`src/rtl/apvt_pkg.sv`:
```
// ----------------------------------------------------------------------------
// apvt_pkg
// Shared defaults, codes and field types for the adaptive peak/valley
// threshold block.
// ----------------------------------------------------------------------------
package apvt_pkg;

  // default field widths
  localparam int SAMPLE_WIDTH_DEF = 16;
  localparam int COUNT_WIDTH_DEF  = 24;

  // configuration register index
  localparam int CFG_IDX_W = 1;
  localparam logic [CFG_IDX_W-1:0] CFG_INITIAL_MIN = 1'b0;
  localparam logic [CFG_IDX_W-1:0] CFG_INITIAL_MAX = 1'b1;

  // input action codes
  typedef enum logic [1:0] {
    ACT_SAMPLE  = 2'd0,
    ACT_REBASE  = 2'd1,
    ACT_RESTART = 2'd2,
    ACT_NONE    = 2'd3
  } action_t;

  // result event codes
  typedef enum logic [1:0] {
    EV_NONE   = 2'd0,
    EV_VALLEY = 2'd1,
    EV_PEAK   = 2'd2,
    EV_UNUSED = 2'd3
  } event_t;

  // divider handshake between sequencer and divider
  typedef struct packed {
    logic start;
  } div_req_t;

  typedef struct packed {
    logic busy;
    logic done;
  } div_rsp_t;

endpackage

```
`src/rtl/adaptive_peak_valley_threshold.sv`:
```
// Sequence: a sample that records a peak or valley passes the states EVAL, START, WAIT
// (serial divider, one quotient bit per cycle), THR and OUT; a rebase or a restart passes
// EVAL, THR and OUT; a sample without an event or an unknown action passes EVAL and OUT.
// Flow: a new input transaction is taken only in IDLE, after the previous result has been
// loaded into the output register, which waits on out_tready while a result is held.
// Reset: synchronous, active low; state to IDLE, counts to 1, threshold, sums and averages to 0.
// ----------------------------------------------------------------------------
// adaptive_peak_valley_threshold
// Tracks running peaks and valleys of a signed signal, keeps cumulative peak
// and valley averages and a threshold at their floor midpoint.
// ----------------------------------------------------------------------------
module adaptive_peak_valley_threshold
  import apvt_pkg::*;
#(
  parameter int SAMPLE_WIDTH = SAMPLE_WIDTH_DEF,
  parameter int COUNT_WIDTH  = COUNT_WIDTH_DEF
) (
  input  logic                      clk,
  input  logic                      rst_n,
  // input stream
  input  logic                      in_tvalid,
  output logic                      in_tready,
  input  logic [((SAMPLE_WIDTH+7)/8)*8-1:0]   in_tdata,  // sample
  input  logic [1:0]                in_tuser,  // action
  // result stream
  output logic                      out_tvalid,
  input  logic                      out_tready,
  output logic [((3*SAMPLE_WIDTH+7)/8)*8-1:0] out_tdata, // threshold_out, peak_average,
                                                          // valley_average
  output logic [2:0]                out_tuser, // event_res, count_overflow
  // configuration write
  input  logic                      cfg_valid,
  output logic                      cfg_ready,
  input  logic [CFG_IDX_W-1:0]      cfg_index,
  input  logic [SAMPLE_WIDTH-1:0]   cfg_data
);

  localparam int SW    = SAMPLE_WIDTH;
  localparam int CW    = COUNT_WIDTH;
  localparam int DW    = SW + CW;
  localparam int OUT_W = ((3*SW+7)/8)*8;

  localparam logic signed [SW-1:0] SMAX = {1'b0, {(SW-1){1'b1}}};
  localparam logic signed [SW-1:0] SMIN = {1'b1, {(SW-1){1'b0}}};
  localparam logic [CW-1:0]        CNT_ONE = CW'(1);

  typedef enum logic [5:0] {
    S_IDLE  = 6'b000001,
    S_EVAL  = 6'b000010,
    S_START = 6'b000100,
    S_WAIT  = 6'b001000,
    S_THR   = 6'b010000,
    S_OUT   = 6'b100000
  } state_t;

  state_t state_r, state_nxt;

  logic signed [SW-1:0] init_min_r, init_max_r;
  action_t              act_r;
  logic signed [SW-1:0] smp_r;

  logic signed [SW-1:0] ptrk_r, ptrk_nxt;
  logic signed [SW-1:0] vtrk_r, vtrk_nxt;
  logic signed [DW-1:0] psum_r, psum_nxt;
  logic signed [DW-1:0] vsum_r, vsum_nxt;
  logic [CW-1:0]        pcnt_r, pcnt_nxt;
  logic [CW-1:0]        vcnt_r, vcnt_nxt;
  logic signed [SW-1:0] pavg_r, pavg_nxt;
  logic signed [SW-1:0] vavg_r, vavg_nxt;
  logic signed [SW-1:0] thr_r, thr_nxt;
  logic                 ovf_r, ovf_nxt;
  event_t               ev_r, ev_nxt;
  logic                 side_peak_r, side_peak_nxt;

  logic                 out_valid_r, out_valid_nxt;
  logic [OUT_W-1:0]     out_data_r, out_data_nxt;
  logic [2:0]           out_user_r, out_user_nxt;

  logic signed [SW-1:0] pt_up, vt_up;
  logic                 ev_valley, ev_peak;
  logic [CW-1:0]        cnt_inc;
  logic signed [SW:0]   mid;

  div_req_t             div_req;
  div_rsp_t             div_rsp;
  logic signed [SW-1:0] div_q;

  // shared divider
  apvt_div #(
    .SAMPLE_WIDTH (SAMPLE_WIDTH),
    .COUNT_WIDTH  (COUNT_WIDTH)
  ) u_div (
    .clk      (clk),
    .rst_n    (rst_n),
    .req      (div_req),
    .dividend (side_peak_r ? psum_r : vsum_r),
    .divisor  (side_peak_r ? pcnt_r : vcnt_r),
    .rsp      (div_rsp),
    .quotient (div_q)
  );

  assign div_req.start = (state_r == S_START);

  // configuration registers, always writable
  assign cfg_ready = 1'b1;

  always_ff @(posedge clk) begin
    if (!rst_n) begin
      init_min_r <= '0;
      init_max_r <= '0;
    end else if (cfg_valid) begin
      unique case (cfg_index)
        CFG_INITIAL_MIN: init_min_r <= cfg_data;
        CFG_INITIAL_MAX: init_max_r <= cfg_data;
        default: ;
      endcase
    end
  end

  // input capture
  assign in_tready = (state_r == S_IDLE);

  always_ff @(posedge clk) begin
    if (in_tvalid && in_tready) begin
      act_r <= action_t'(in_tuser);
      smp_r <= in_tdata[SW-1:0];
    end
  end

  // sample evaluation terms
  assign pt_up     = (smp_r > ptrk_r) ? smp_r : ptrk_r;
  assign vt_up     = (smp_r < vtrk_r) ? smp_r : vtrk_r;
  assign ev_valley = (smp_r > thr_r) && (vt_up < thr_r);
  assign ev_peak   = !ev_valley && (smp_r < thr_r) && (pt_up > thr_r);
  assign cnt_inc   = ev_valley ? vcnt_r + 1'b1 : pcnt_r + 1'b1;
  assign mid       = {pavg_r[SW-1], pavg_r} + {vavg_r[SW-1], vavg_r};

  // sequencer and state update
  always_comb begin
    state_nxt     = state_r;
    ptrk_nxt      = ptrk_r;
    vtrk_nxt      = vtrk_r;
    psum_nxt      = psum_r;
    vsum_nxt      = vsum_r;
    pcnt_nxt      = pcnt_r;
    vcnt_nxt      = vcnt_r;
    pavg_nxt      = pavg_r;
    vavg_nxt      = vavg_r;
    thr_nxt       = thr_r;
    ovf_nxt       = ovf_r;
    ev_nxt        = ev_r;
    side_peak_nxt = side_peak_r;
    out_valid_nxt = out_valid_r && !out_tready;
    out_data_nxt  = out_data_r;
    out_user_nxt  = out_user_r;

    unique case (state_r)
      S_IDLE: begin
        if (in_tvalid) begin
          state_nxt = S_EVAL;
        end
      end
      S_EVAL: begin
        ev_nxt    = EV_NONE;
        state_nxt = S_OUT;
        unique case (act_r)
          ACT_SAMPLE: begin
            ptrk_nxt = pt_up;
            vtrk_nxt = vt_up;
            if (ev_valley) begin
              ev_nxt        = EV_VALLEY;
              side_peak_nxt = 1'b0;
              vtrk_nxt      = SMAX;
              state_nxt     = S_START;
              if (&vcnt_r) begin
                ovf_nxt = 1'b1;
              end else begin
                vsum_nxt = vsum_r + DW'(vt_up);
                vcnt_nxt = cnt_inc;
                if (&cnt_inc) ovf_nxt = 1'b1;
              end
            end else if (ev_peak) begin
              ev_nxt        = EV_PEAK;
              side_peak_nxt = 1'b1;
              ptrk_nxt      = SMIN;
              state_nxt     = S_START;
              if (&pcnt_r) begin
                ovf_nxt = 1'b1;
              end else begin
                psum_nxt = psum_r + DW'(pt_up);
                pcnt_nxt = cnt_inc;
                if (&cnt_inc) ovf_nxt = 1'b1;
              end
            end
          end
          ACT_REBASE: begin
            // restart from current averages
            ptrk_nxt  = vavg_r;
            vtrk_nxt  = pavg_r;
            psum_nxt  = DW'(pavg_r);
            vsum_nxt  = DW'(vavg_r);
            pcnt_nxt  = CNT_ONE;
            vcnt_nxt  = CNT_ONE;
            ovf_nxt   = 1'b0;
            state_nxt = S_THR;
          end
          ACT_RESTART: begin
            // restart from configured bounds
            ptrk_nxt  = init_min_r;
            vtrk_nxt  = init_max_r;
            psum_nxt  = DW'(init_max_r);
            vsum_nxt  = DW'(init_min_r);
            pavg_nxt  = init_max_r;
            vavg_nxt  = init_min_r;
            pcnt_nxt  = CNT_ONE;
            vcnt_nxt  = CNT_ONE;
            ovf_nxt   = 1'b0;
            state_nxt = S_THR;
          end
          default: ;
        endcase
      end
      S_START: begin
        state_nxt = S_WAIT;
      end
      S_WAIT: begin
        if (div_rsp.done) begin
          if (side_peak_r) pavg_nxt = div_q;
          else             vavg_nxt = div_q;
          state_nxt = S_THR;
        end
      end
      S_THR: begin
        // floor midpoint of the two averages
        thr_nxt   = mid[SW:1];
        state_nxt = S_OUT;
      end
      S_OUT: begin
        if (!out_valid_r || out_tready) begin
          out_valid_nxt = 1'b1;
          out_data_nxt  = OUT_W'({vavg_r, pavg_r, thr_r});
          out_user_nxt  = {ovf_r, ev_r};
          state_nxt     = S_IDLE;
        end
      end
      default: state_nxt = S_IDLE;
    endcase
  end

  // rebase keeps the averages it restarts from
  always_ff @(posedge clk) begin
    if (!rst_n) begin
      state_r     <= S_IDLE;
      ptrk_r      <= '0;
      vtrk_r      <= '0;
      psum_r      <= '0;
      vsum_r      <= '0;
      pcnt_r      <= CNT_ONE;
      vcnt_r      <= CNT_ONE;
      pavg_r      <= '0;
      vavg_r      <= '0;
      thr_r       <= '0;
      ovf_r       <= 1'b0;
      ev_r        <= EV_NONE;
      side_peak_r <= 1'b0;
      out_valid_r <= 1'b0;
    end else begin
      state_r     <= state_nxt;
      ptrk_r      <= ptrk_nxt;
      vtrk_r      <= vtrk_nxt;
      psum_r      <= psum_nxt;
      vsum_r      <= vsum_nxt;
      pcnt_r      <= pcnt_nxt;
      vcnt_r      <= vcnt_nxt;
      pavg_r      <= pavg_nxt;
      vavg_r      <= vavg_nxt;
      thr_r       <= thr_nxt;
      ovf_r       <= ovf_nxt;
      ev_r        <= ev_nxt;
      side_peak_r <= side_peak_nxt;
      out_valid_r <= out_valid_nxt;
    end
  end

  // output payload
  always_ff @(posedge clk) begin
    out_data_r <= out_data_nxt;
    out_user_r <= out_user_nxt;
  end

  assign out_tvalid = out_valid_r;
  assign out_tdata  = out_data_r;
  assign out_tuser  = out_user_r;

`ifndef SYNTHESIS
  // busy after every accepted input transaction
  a_busy_after_accept: assert property (@(posedge clk) disable iff (!rst_n)
    (in_tvalid && in_tready) |=> !in_tready)
    else $error("input accepted twice in a row");

  // divider finishes only while the sequencer waits for it
  a_div_done_in_wait: assert property (@(posedge clk) disable iff (!rst_n)
    div_rsp.done |-> (state_r == S_WAIT))
    else $error("divider done outside wait state");

  // counts never reach zero
  a_counts_nonzero: assert property (@(posedge clk) disable iff (!rst_n)
    (pcnt_r != '0) && (vcnt_r != '0))
    else $error("peak or valley count is zero");

  // threshold lies between the two averages when a result is loaded
  a_thr_between: assert property (@(posedge clk) disable iff (!rst_n)
    (state_r == S_OUT) |->
      (((thr_r >= pavg_r) || (thr_r >= vavg_r)) &&
       ((thr_r <= pavg_r) || (thr_r <= vavg_r))))
    else $error("threshold outside average range");
`endif

endmodule

```
`src/rtl/apvt_div.sv`:
```
// ----------------------------------------------------------------------------
// apvt_div
// Serial restoring divider: signed sum by unsigned nonzero count, quotient
// truncated toward zero, one quotient bit per cycle.
// ----------------------------------------------------------------------------
module apvt_div
  import apvt_pkg::*;
#(
  parameter int SAMPLE_WIDTH = SAMPLE_WIDTH_DEF,
  parameter int COUNT_WIDTH  = COUNT_WIDTH_DEF
) (
  input  logic                                   clk,
  input  logic                                   rst_n,
  input  div_req_t                               req,
  input  logic signed [SAMPLE_WIDTH+COUNT_WIDTH-1:0] dividend,
  input  logic [COUNT_WIDTH-1:0]                 divisor,
  output div_rsp_t                               rsp,
  output logic signed [SAMPLE_WIDTH-1:0]         quotient
);

  localparam int DW    = SAMPLE_WIDTH + COUNT_WIDTH;
  localparam int CNT_W = $clog2(DW + 1);
  localparam logic [CNT_W-1:0] LAST = CNT_W'(DW - 1);

  logic [DW-1:0]          mag_r;
  logic [COUNT_WIDTH-1:0] rem_r;
  logic [COUNT_WIDTH-1:0] dsor_r;
  logic [CNT_W-1:0]       cnt_r;
  logic                   neg_r;
  logic                   busy_r;
  logic                   done_r;

  logic [COUNT_WIDTH:0]   rem_sh;
  logic [COUNT_WIDTH+1:0] diff;
  logic                   qbit;
  logic [SAMPLE_WIDTH-1:0] qmag;

  // one trial subtraction per cycle
  assign rem_sh = {rem_r, mag_r[DW-1]};
  assign diff   = {1'b0, rem_sh} - {2'b00, dsor_r};
  assign qbit   = ~diff[COUNT_WIDTH+1];

  // control
  always_ff @(posedge clk) begin
    if (!rst_n) begin
      busy_r <= 1'b0;
      done_r <= 1'b0;
      cnt_r  <= '0;
    end else begin
      done_r <= 1'b0;
      if (req.start) begin
        busy_r <= 1'b1;
        cnt_r  <= '0;
      end else if (busy_r) begin
        cnt_r <= cnt_r + 1'b1;
        if (cnt_r == LAST) begin
          busy_r <= 1'b0;
          done_r <= 1'b1;
        end
      end
    end
  end

  // datapath
  always_ff @(posedge clk) begin
    if (req.start) begin
      neg_r  <= dividend[DW-1];
      mag_r  <= dividend[DW-1] ? DW'(-dividend) : DW'(dividend);
      rem_r  <= '0;
      dsor_r <= divisor;
    end else if (busy_r) begin
      mag_r <= {mag_r[DW-2:0], qbit};
      rem_r <= qbit ? diff[COUNT_WIDTH-1:0] : rem_sh[COUNT_WIDTH-1:0];
    end
  end

  // magnitude of the quotient fits the sample width
  assign qmag     = mag_r[SAMPLE_WIDTH-1:0];
  assign quotient = neg_r ? -qmag : qmag;
  assign rsp.busy = busy_r;
  assign rsp.done = done_r;

endmodule
```
`config.mk`:
```
export PLATFORM = sky130hd
export DESIGN_NAME = adaptive_peak_valley_threshold
export DESIGN_NICKNAME = d
export VERILOG_FILES = /design/src/rtl/apvt_pkg.sv /design/src/rtl/adaptive_peak_valley_threshold.sv /design/src/rtl/apvt_div.sv
export SDC_FILE = /design/constraint.sdc
export NUM_CORES = 1
export LEC_CHECK = 0
export ABC_CLOCK_PERIOD_IN_PS = 6400
export BUFFER_PORTS_ARGS = -buffer_cell sky130_fd_sc_hd__clkbuf_2
export CELL_PAD_IN_SITES_DETAIL_PLACEMENT = 1
export CELL_PAD_IN_SITES_GLOBAL_PLACEMENT = 2
export CORE_UTILIZATION = 36
export DETAILED_ROUTE_END_ITERATION = 8
export HOLD_SLACK_MARGIN = 0.05
export PLACE_DENSITY = 0.82
export SLEW_MARGIN = 20
export SYNTH_ARGS = -nofsm -noshare
export SYNTH_HDL_FRONTEND = slang
export SYNTH_HIERARCHICAL = 1
export SYNTH_SLANG_ARGS = --single-unit
```
`constraint.sdc`:
```
create_clock -name clk -period 6.4 [get_ports clk]
set_clock_uncertainty 0.1 [all_clocks]
set_input_delay 0.64 -clock clk [delete_from_list [all_inputs] [get_ports clk]]
set_output_delay 0.64 -clock clk [all_outputs]
set_load 0.05 [all_outputs]
```
==> out/summary.txt <==
Commonest non-fill, non-tap cell in the layout: nand2_1
H-Tree Depth: 2
Area Overhead vs Synth: 12.9%
CTS Root Cell: clkbuf_16
Worst EP arrival: 6.55 ns
Via count: 24200
Later-pin clock latency in the skew report: 0.62 ns
Total CTS buffers: 52
Detailed-route wire length: 96000 µm
CP required: 6.85 ns
Most frequent cells in the layout: 336 x nand2_1, 282 x dfxtp_1, 221 x a21oi_1
Final HPWL DP: 70600 µm
CP startpoint kind: flip-flop
Fmax: 0.164 GHz
CTS max path bufs: 3
Share of post-route cells with drive strength above 1: 14.2%
Crit Path Category: reg2reg
Iteration-0 DRC Markers: 1521
Diodes inserted: 0
Ports: 94
Status: finished, final reports clean
Final period utilization: 95.3%
Residual DRC: 0
Pwr Total: 7390 µW
Finished Layout Cells: 4142
Largest net degree at the start of global routing: 156
Power per cell area: 239 nW/µm²
Endpoints failing hold: 0
Row count: 100
Crit-path slowest cell: or4_4
Post-Synthesis Cells: 3064
Die ar.: 77100 µm²
Buffers on Ports: 92
VDD IR max: 0.000192 V
Initial antenna violation count: 2
Dpl cells: 4042
Biggest cell delay along the critical path: 0.56 ns
Hold Path Class: in2reg
Most used cell, CP: nand2_1
Final core occ: 41.3%
Slew headroom: 29.1%
Final setup vio count: 0
Avg WL per Cell: 23.2 µm
Die Wd: 278 µm
Mapped Area: 27400 µm²
Pre-Repair DR Iteration Count: 5
Die height: 278 µm
Vias/cell: 5.85
Initial Util: 36.6%
CTS Sinks: 417
Yosys warnings: 6
CTS tree: yes
GPL Wtd Cong: 0.957
Clock transition at the registers of the reported paths: 0.06 ns
Setup crit end kind: flip-flop
P_leak: 0.0131 µW
Setup TNS: 0 ns
Syn Area/Cell: 8.93 µm²
Post-route ant nets: 0
CP max FO: 11
Syn_nets: 3312
First-pass GRT wire length: 148000 µm
Number of global-route vias before repair: 24900
Core Area: 74800 µm²
Tightest Pin Transition: 1.06 ns
Total gr overflow: 0
Max_cap viols: 0
Fin crit period: 6.10 ns
NumNets Final: 3378
All-Layer GR Usage: 24.4%
RSZ-0062 raised after global routing: yes
Final Max Slew Viols: 0
-- power by group --
group / switching (µW) / leakage [µW] / internal (µW)
logic: 1000 / 0.00879 / 594
clock network: 1260 / 0.000818 / 1650
registers: 81.7 / 0.00346 / 2800
total: 2340 / 0.0131 / 5050
-- critical path, delay by kind of cell (launching register included) --
| kind | cells | cell delay, ns |
|---|---|---|
| and+or+nand+nor | 11 | 2.12 |
| AOI/OAI and AO/OA | 9 | 1.68 |
| adders and majority gates | 3 | 0.87 |
| DFF | 1 | 0.43 |
| muxes | 1 | 0.38 |
| buffers and inverters | 2 | 0.28 |
| xor gates and xnor gates | 1 | 0.17 |
-- per-stage QoR --
stage	instance area [µm²]	hold slack (ns)	setup slack (ns)
after global routing	30900	0.0733	-0.0554
after detailed placement	29100	0.318	-0.114
after floorplan	27400	0.308	0.0253
final	30900	0.0913	0.302
after CTS	30800	0.0650	0.0144
after global placement	29100	0.315	-0.0950
-- state kept, by name (all words and copies together), names as in the netlist, 6 cells and up --
register      cells
u_div/cnt_r       6
smp_r            16
pavg_r           16
u_div/rem_r      24
out_tdata        48
vcnt_r           24
thr_r            16
init_min_r       16
vtrk_r           16
state_r           6
u_div/mag_r      40
ptrk_r           16
init_max_r       16
vavg_r           16
pcnt_r           24
vsum_r           40
psum_r           40
u_div/dsor_r     24
-- repair_timing --
item / in CTS / in global routing
setup endpoints to repair: 3 / 16
resized for setup: 2 / 21
buffers inserted: 2 / 1
hold buffers: 0 / 0
hold endpoints to repair: 0 / 0
pin swaps: 1 / 3
-- per-layer routing --
metal | GRT usage, % | up-vias | share of wire [%]
li1 | - | 11300 | -
met1 | 33.7 | 12200 | 47
met2 | 39.7 | 565 | 46
met5 | 0 | - | 0.014
met4 | 5.81 | 2 | 2.0
met3 | 3.96 | 121 | 5.8
-- path summary, 6_finish.rpt --
| path | from | to | slack (ns) | depth (start not counted) |
|---|---|---|---|---|
| max | smp_r[15] | ovf_r | 0.30 | 27 |
| max reg2reg | smp_r[15] | ovf_r | 0.30 | 27 |
| min | in_tdata[0] | smp_r[0] | 0.09 | 1 |
| min reg2reg | ev_r[1] | out_tuser[1] | 0.33 | 0 |
-- cell type report --
class / instances / area (µm²)
inverters: 115 / 432
clock buffers: 74 / 1480
fillers: 8671 / 43900
flip-flops and latches: 417 / 9690
repair buffers: 171 / 1120
clock inverters: 23 / 193
well taps: 969 / 1210
multi-input cells: 2373 / 16800
Power figures use the tool's default switching activity.
